### src/rtl/ipdi_pkg.sv
// shared types, codes and reset constants of the interpolated profile double integrator
package ipdi_pkg;

   localparam int TABLE_DEPTH_DEF  = 2048;
   localparam int MAX_SUBSTEPS_DEF = 256;

   localparam logic [16:0] DT_ONE = 17'd65536;

   localparam logic [1:0] CMD_LOAD  = 2'd0;
   localparam logic [1:0] CMD_STEP  = 2'd1;
   localparam logic [1:0] CMD_CLEAR = 2'd2;

   localparam logic [2:0] CSR_STEPS_PER_SECOND = 3'd0;
   localparam logic [2:0] CSR_STEP_FRACTION    = 3'd1;
   localparam logic [2:0] CSR_FINAL_SECOND     = 3'd2;
   localparam logic [2:0] CSR_WINDOW_START     = 3'd3;
   localparam logic [2:0] CSR_WINDOW_END       = 3'd4;
   localparam logic [2:0] CSR_TOLERANCE        = 3'd5;

   localparam logic [8:0]  RST_STEPS_PER_SECOND = 9'd1;
   localparam logic [16:0] RST_STEP_FRACTION    = 17'd65536;
   localparam logic [10:0] RST_FINAL_SECOND     = 11'd1800;
   localparam logic [10:0] RST_WINDOW_START     = 11'd600;
   localparam logic [10:0] RST_WINDOW_END       = 11'd800;
   localparam logic [62:0] RST_TOLERANCE        = 63'd1677722;

   typedef enum logic [3:0] {
      ST_IDLE,
      ST_RD1,
      ST_INTERP,
      ST_ACCEL,
      ST_VEL,
      ST_POS_LO,
      ST_POS_HI,
      ST_POS_SUM,
      ST_POS,
      ST_DIFF,
      ST_OUT
   } ipdi_state_type;

   typedef enum logic [3:0] {
      OP_NONE,
      OP_CLEAR,
      OP_TAKE_A0,
      OP_INTERP,
      OP_ACCEL,
      OP_VEL,
      OP_POS_LO,
      OP_POS_HI,
      OP_POS_SUM,
      OP_POS
   } ipdi_op_type;

   typedef struct packed {
      ipdi_op_type op;
      logic [16:0] dt;
      logic [16:0] fr;
   } ipdi_ctl_type;

endpackage

### src/rtl/ipdi_axis.sv
// one profile datapath: interpolation, velocity and position integration on a shared multiplier
module ipdi_axis (
   input  logic                  clock,
   input  logic                  reset,
   input  ipdi_pkg::ipdi_ctl_type ctl,
   input  logic [31:0]           rd_data,
   output logic signed [63:0]    vel,
   output logic signed [63:0]    pos
);

   localparam logic [63:0] SAT_MAX = {1'b0, {63{1'b1}}};
   localparam logic [63:0] SAT_MIN = {1'b1, {63{1'b0}}};

   logic signed [31:0] a0_ff, a0_in;
   logic signed [50:0] prod_ff, prod_in;
   logic [48:0]        plo_ff, plo_in;
   logic signed [63:0] mdt_ff, mdt_in;
   logic signed [63:0] vel_ff, vel_in;
   logic signed [63:0] pos_ff, pos_in;

   logic signed [32:0] mul_a;
   logic signed [17:0] mul_b;
   logic signed [50:0] mul_p;
   logic signed [34:0] interp_ofs;
   logic signed [31:0] accel;
   logic signed [42:0] vel_inc;
   logic [82:0]        pos_full;

   function automatic logic [63:0] sat_add(input logic [63:0] a, input logic [63:0] b);
      logic [63:0] s;
      s = a + b;
      if (a[63] == b[63] && s[63] != a[63]) begin
         return a[63] ? SAT_MIN : SAT_MAX;
      end
      return s;
   endfunction

   assign interp_ofs = prod_ff[50:16];
   assign accel      = a0_ff + interp_ofs[31:0];
   assign vel_inc    = prod_ff[50:8];
   assign pos_full   = {prod_ff, 32'b0} + {34'b0, plo_ff};

   always_comb begin
      mul_a = '0;
      mul_b = '0;
      case (ctl.op)
         ipdi_pkg::OP_INTERP: begin
            mul_a = {rd_data[31], rd_data} - {a0_ff[31], a0_ff};
            mul_b = {1'b0, ctl.fr};
         end
         ipdi_pkg::OP_ACCEL: begin
            mul_a = {accel[31], accel};
            mul_b = {1'b0, ctl.dt};
         end
         ipdi_pkg::OP_POS_LO: begin
            mul_a = {1'b0, vel_ff[31:0]};
            mul_b = {1'b0, ctl.dt};
         end
         ipdi_pkg::OP_POS_HI: begin
            mul_a = {vel_ff[63], vel_ff[63:32]};
            mul_b = {1'b0, ctl.dt};
         end
         default: begin
            mul_a = '0;
            mul_b = '0;
         end
      endcase
   end

   assign mul_p = mul_a * mul_b;

   always_comb begin
      a0_in   = a0_ff;
      prod_in = prod_ff;
      plo_in  = plo_ff;
      mdt_in  = mdt_ff;
      vel_in  = vel_ff;
      pos_in  = pos_ff;
      case (ctl.op)
         ipdi_pkg::OP_CLEAR: begin
            vel_in = '0;
            pos_in = '0;
         end
         ipdi_pkg::OP_TAKE_A0: a0_in = rd_data;
         ipdi_pkg::OP_INTERP:  prod_in = mul_p;
         ipdi_pkg::OP_ACCEL:   prod_in = mul_p;
         ipdi_pkg::OP_VEL:     vel_in = sat_add(vel_ff, {{21{vel_inc[42]}}, vel_inc});
         ipdi_pkg::OP_POS_LO:  prod_in = mul_p;
         ipdi_pkg::OP_POS_HI: begin
            plo_in  = prod_ff[48:0];
            prod_in = mul_p;
         end
         ipdi_pkg::OP_POS_SUM: mdt_in = pos_full[79:16];
         ipdi_pkg::OP_POS:     pos_in = sat_add(pos_ff, mdt_ff);
         default: begin
            a0_in = a0_ff;
         end
      endcase
   end

   always_ff @(posedge clock) begin
      a0_ff   <= a0_in;
      prod_ff <= prod_in;
      plo_ff  <= plo_in;
      mdt_ff  <= mdt_in;
      if (reset) begin
         vel_ff <= '0;
         pos_ff <= '0;
      end else begin
         vel_ff <= vel_in;
         pos_ff <= pos_in;
      end
   end

   assign vel = vel_ff;
   assign pos = pos_ff;

endmodule

### config.mk
export PLATFORM = sky130hd
export DESIGN_NAME = ipdi_axis
export DESIGN_NICKNAME = d
export VERILOG_FILES = /design/src/rtl/ipdi_pkg.sv /design/src/rtl/ipdi_axis.sv
export SDC_FILE = /design/constraint.sdc
export NUM_CORES = 2
export LEC_CHECK = 0
export ABC_AREA = 1
export BUFFER_PORTS_ARGS = -buffer_cell sky130_fd_sc_hd__buf_2
export CAP_MARGIN = 20
export CORE_AREA = 2 2 263 317
export CTS_BUF_LIST = sky130_fd_sc_hd__clkbuf_4 sky130_fd_sc_hd__clkbuf_8 sky130_fd_sc_hd__clkbuf_16
export DETAILED_ROUTE_END_ITERATION = 6
export DIE_AREA = 0 0 265 319
export PLACE_DENSITY_LB_ADDON = 0.08
export SYNTH_ARGS = -nofsm -noshare
export SYNTH_HDL_FRONTEND = slang
export SYNTH_SLANG_ARGS = --single-unit
### constraint.sdc
create_clock -name clock -period 20.5 [get_ports clock]
set_clock_uncertainty 0.05 [all_clocks]
set_input_delay 2.05 -clock clock [delete_from_list [all_inputs] [get_ports clock]]
set_output_delay 2.05 -clock clock [all_outputs]
set_load 0.03 [all_outputs]
==> impl_metrics.env <==
export IMPL_status="finished clean"
export IMPL_cts_tree="built"
export IMPL_ys_ff_latch=308
export IMPL_rsz0062_at_grt="false"
export IMPL_coreArea_sq_mm=0.0814
export IMPL_clk_pin_slew_ps=60
export IMPL_rr_startpoint="prod_ff[24]"
export IMPL_grt_ovfl_total=0
export IMPL_max_cap_violations=0
export IMPL_nNetsFinal=8206
export IMPL_syn_area_sq_mm=0.0486
export IMPL_vias_per_cell=5.73
export IMPL_synthArstFlopShare=0
export IMPL_worstMarginPinSlew_ps=1300
export IMPL_pre_cts_ws_ps=9470
export IMPL_maxSlewHeadroom=0.124
export IMPL_final_hold_viol_count=0
export IMPL_dp_cells=8280
export IMPL_wire_per_inst_um=21.5
export IMPL_design_area_sq_mm=0.0520
export IMPL_powerDensity_mw_per_mm2=39.0
export IMPL_crit_path_end_kind="register"
export IMPL_antenna_found_initial=9
export IMPL_gp_congestion=1.08
export IMPL_p_leak_nw=28.6
export IMPL_ys_flop_type="edfxtp_1"
export IMPL_slew_violations=0
export IMPL_synthDistinctLibCells=51
export IMPL_final_common_cell="nand2_1"
export IMPL_drtIter0Drc=4701
export IMPL_hpwl_um=146000
export IMPL_ant_nets=0
export IMPL_clock_latency_ps=610
export IMPL_netlist_area_leader_share=0.223
export IMPL_critical_path_class="input port to register"
export IMPL_port_buffers=199
export IMPL_reg2reg_to="prod_ff[46]"
export IMPL_synth_area_leaders="fa_1 (22%), nand2_1 (18%), inv_1 (12%)"
export IMPL_fmax_mhz=95.2
export IMPL_cts_resized=0
export IMPL_critical_path_slowest_cell="nand4_2"
export IMPL_setup_slack_ps=9990
export IMPL_layout_common_cells="nand2_1 (2343), inv_1 (1595), fa_1 (541)"
export IMPL_cp_required_ps=20810
export IMPL_grt_pass1_vias=47200
export IMPL_finalWirelength_um=180000
export IMPL_die_width_um=265
export IMPL_min_path_cells=0
export IMPL_yosysTopAreaCell="fa_1"
export IMPL_synth_area_per_cell_sq_um=6.82
export IMPL_initial_core_util=0.597
export IMPL_yosys_warnings=0
export IMPL_place_area_sq_mm=0.0507
export IMPL_synth_seq_area_share=0.164
export IMPL_max_stage_delay_ps=750
export IMPL_grt_max_degree=68
export IMPL_regToRegSetupSlack_ps=10980
export IMPL_syn_num_nets=8061
export IMPL_setup_violations=0
export IMPL_final_cells=8354
export IMPL_clk_path_buf_depth=3
export IMPL_ir_drop_mv=0.0486
export IMPL_finalCritPeriodShare=0.513
export IMPL_die_y_um=319
export IMPL_numCtsBuffers=36
export IMPL_path_common_cell="fa_1"
export IMPL_postCtsSetupRepairBufs=0
export IMPL_track_usage=0.422
export IMPL_cp_arrival_ps=10810
export IMPL_cp_start_kind="input port"
export IMPL_cts_root_buf="clkbuf_16"
export IMPL_hp_class="register to register"
export IMPL_fill_cells=7575
export IMPL_worstRegToRegCells=29
export IMPL_dieArea_sq_mm=0.0845
export IMPL_drt_first_pass_iters=6
export IMPL_num_vias=47900
export IMPL_period_minus_slack_ps=10510
export IMPL_syn_inst=7122
export IMPL_synth_edf_count=180
export IMPL_grt_first_pass_wirelength_um=270000
export IMPL_postCtsHoldBufs=0
export IMPL_min_to="mdt_ff[1]"
export IMPL_num_rows=115
export IMPL_area_growth_pct=7.04
export IMPL_drc=0
export IMPL_path_max_fanout=17
export IMPL_drive_gt1_frac=0.0544
export IMPL_clkSinkCount=308
export IMPL_final_core_util=0.639
export IMPL_ios=200
export IMPL_cts_htree_levels=2
export IMPL_min_from="plo_ff[17]"
export IMPL_finalSetupTns_ps=0
-- metal layers --
metal / global-route usage / share of wire / vias up / routed length (um)
li1: - / - / 22000 / -
met1: 0.513 / 0.36 / 22600 / 65500
met2: 0.705 / 0.46 / 2610 / 83300
met3: 0.0655 / 0.096 / 724 / 17300
met4: 0.262 / 0.076 / 4 / 13700
met5: 0 / 0.00031 / - / 56
-- final cells by class --
| type | count | area [sq um] | area share |
|---|---|---|---|
| Sequential cell | 308 | 7970 | 0.153 |
| Antenna cell | 6 | 15.0 | 0.000289 |
| Clock inverter | 20 | 230 | 0.00443 |
| Multi-Input combinational cell | 5067 | 34000 | 0.654 |
| Timing Repair Buffer | 254 | 1450 | 0.0280 |
| Clock buffer | 46 | 1010 | 0.0193 |
| Inverter | 1600 | 6010 | 0.115 |
| Tap cell | 1053 | 1320 | 0.0253 |
-- synthesized netlist by cell type, types with 5 or more instances --
| cell | number |
|---|---|
| o21ai_0 | 153 |
| ha_1 | 326 |
| inv_2 | 5 |
| o21ai_1 | 14 |
| a31oi_1 | 12 |
| nor4_1 | 19 |
| a21o_1 | 19 |
| o22ai_1 | 15 |
| a21boi_0 | 11 |
| buf_4 | 9 |
| o2111ai_2 | 10 |
| xnor2_1 | 106 |
| dfxtp_1 | 128 |
| nand2_1 | 2346 |
| nor3_1 | 73 |
| inv_1 | 1595 |
| a21oi_1 | 440 |
| nand4_1 | 61 |
| buf_6 | 11 |
| o21a_1 | 16 |
| buf_2 | 51 |
| clkbuf_1 | 76 |
| edfxtp_1 | 180 |
| or2_2 | 16 |
| o21bai_1 | 40 |
| xor2_1 | 65 |
| nand3b_2 | 7 |
| nor2_1 | 442 |
| nand3_1 | 261 |
| fa_1 | 541 |
| nand3b_1 | 36 |
-- critical path: cells and delay by family --
kind	cells	cell delay (ps)
buf+inv	7	490
fa+ha+maj	9	3960
compound gates	6	2060
xor+xnor	1	370
simple gates	8	1850
-- logic make-up after synthesis --
group | synth area share
AND/OR/NAND/NOR | 0.275
XOR/XNOR | 0.0308
AO/OA/AOI/OAI | 0.0846
adder cells (fa/ha/maj) | 0.307
flip-flops | 0.164
buffers and inverters | 0.139
-- per-stage QoR --
| stage | hold WS [ps] | power [mW] |
|---|---|---|
| 2_1_floorplan | 350 | 1.11 |
| 3_3_place_gp | 354 | 1.31 |
| 6_report | 367 | 2.03 |
| 4_1_cts | 366 | 2.01 |
| 5_1_grt | 368 | 2.10 |
| 3_5_place_dp | 355 | 1.31 |
-- flip-flops by register name, indices dropped and copies added (netlist names) --
register and cells:
mdt_ff 64, prod_ff 51, plo_ff 33, pos 64, a0_ff 32, vel 64
-- how the worst max path moves through the flow --
stage / end / startpoint / depth (start not counted) / slack (ps)
floorplan: prod_ff[23] / ctl[36] / 32 / 11320
global placement: prod_ff[45] / rd_data[0] / 31 / 9530
detailed placement: prod_ff[45] / rd_data[0] / 31 / 9470
CTS: prod_ff[45] / rd_data[0] / 31 / 10090
global route: prod_ff[41] / rd_data[0] / 32 / 9630
finish: prod_ff[45] / rd_data[0] / 31 / 9990
-- where the power goes --
part           internal, mW  switching (mW)  leakage (nW)
sequential            0.682          0.0417          2.71
combinational         0.185           0.413          25.3
clock                 0.392           0.311         0.609
total                  1.26           0.766          28.6
(Power assumes the default switching activity.)
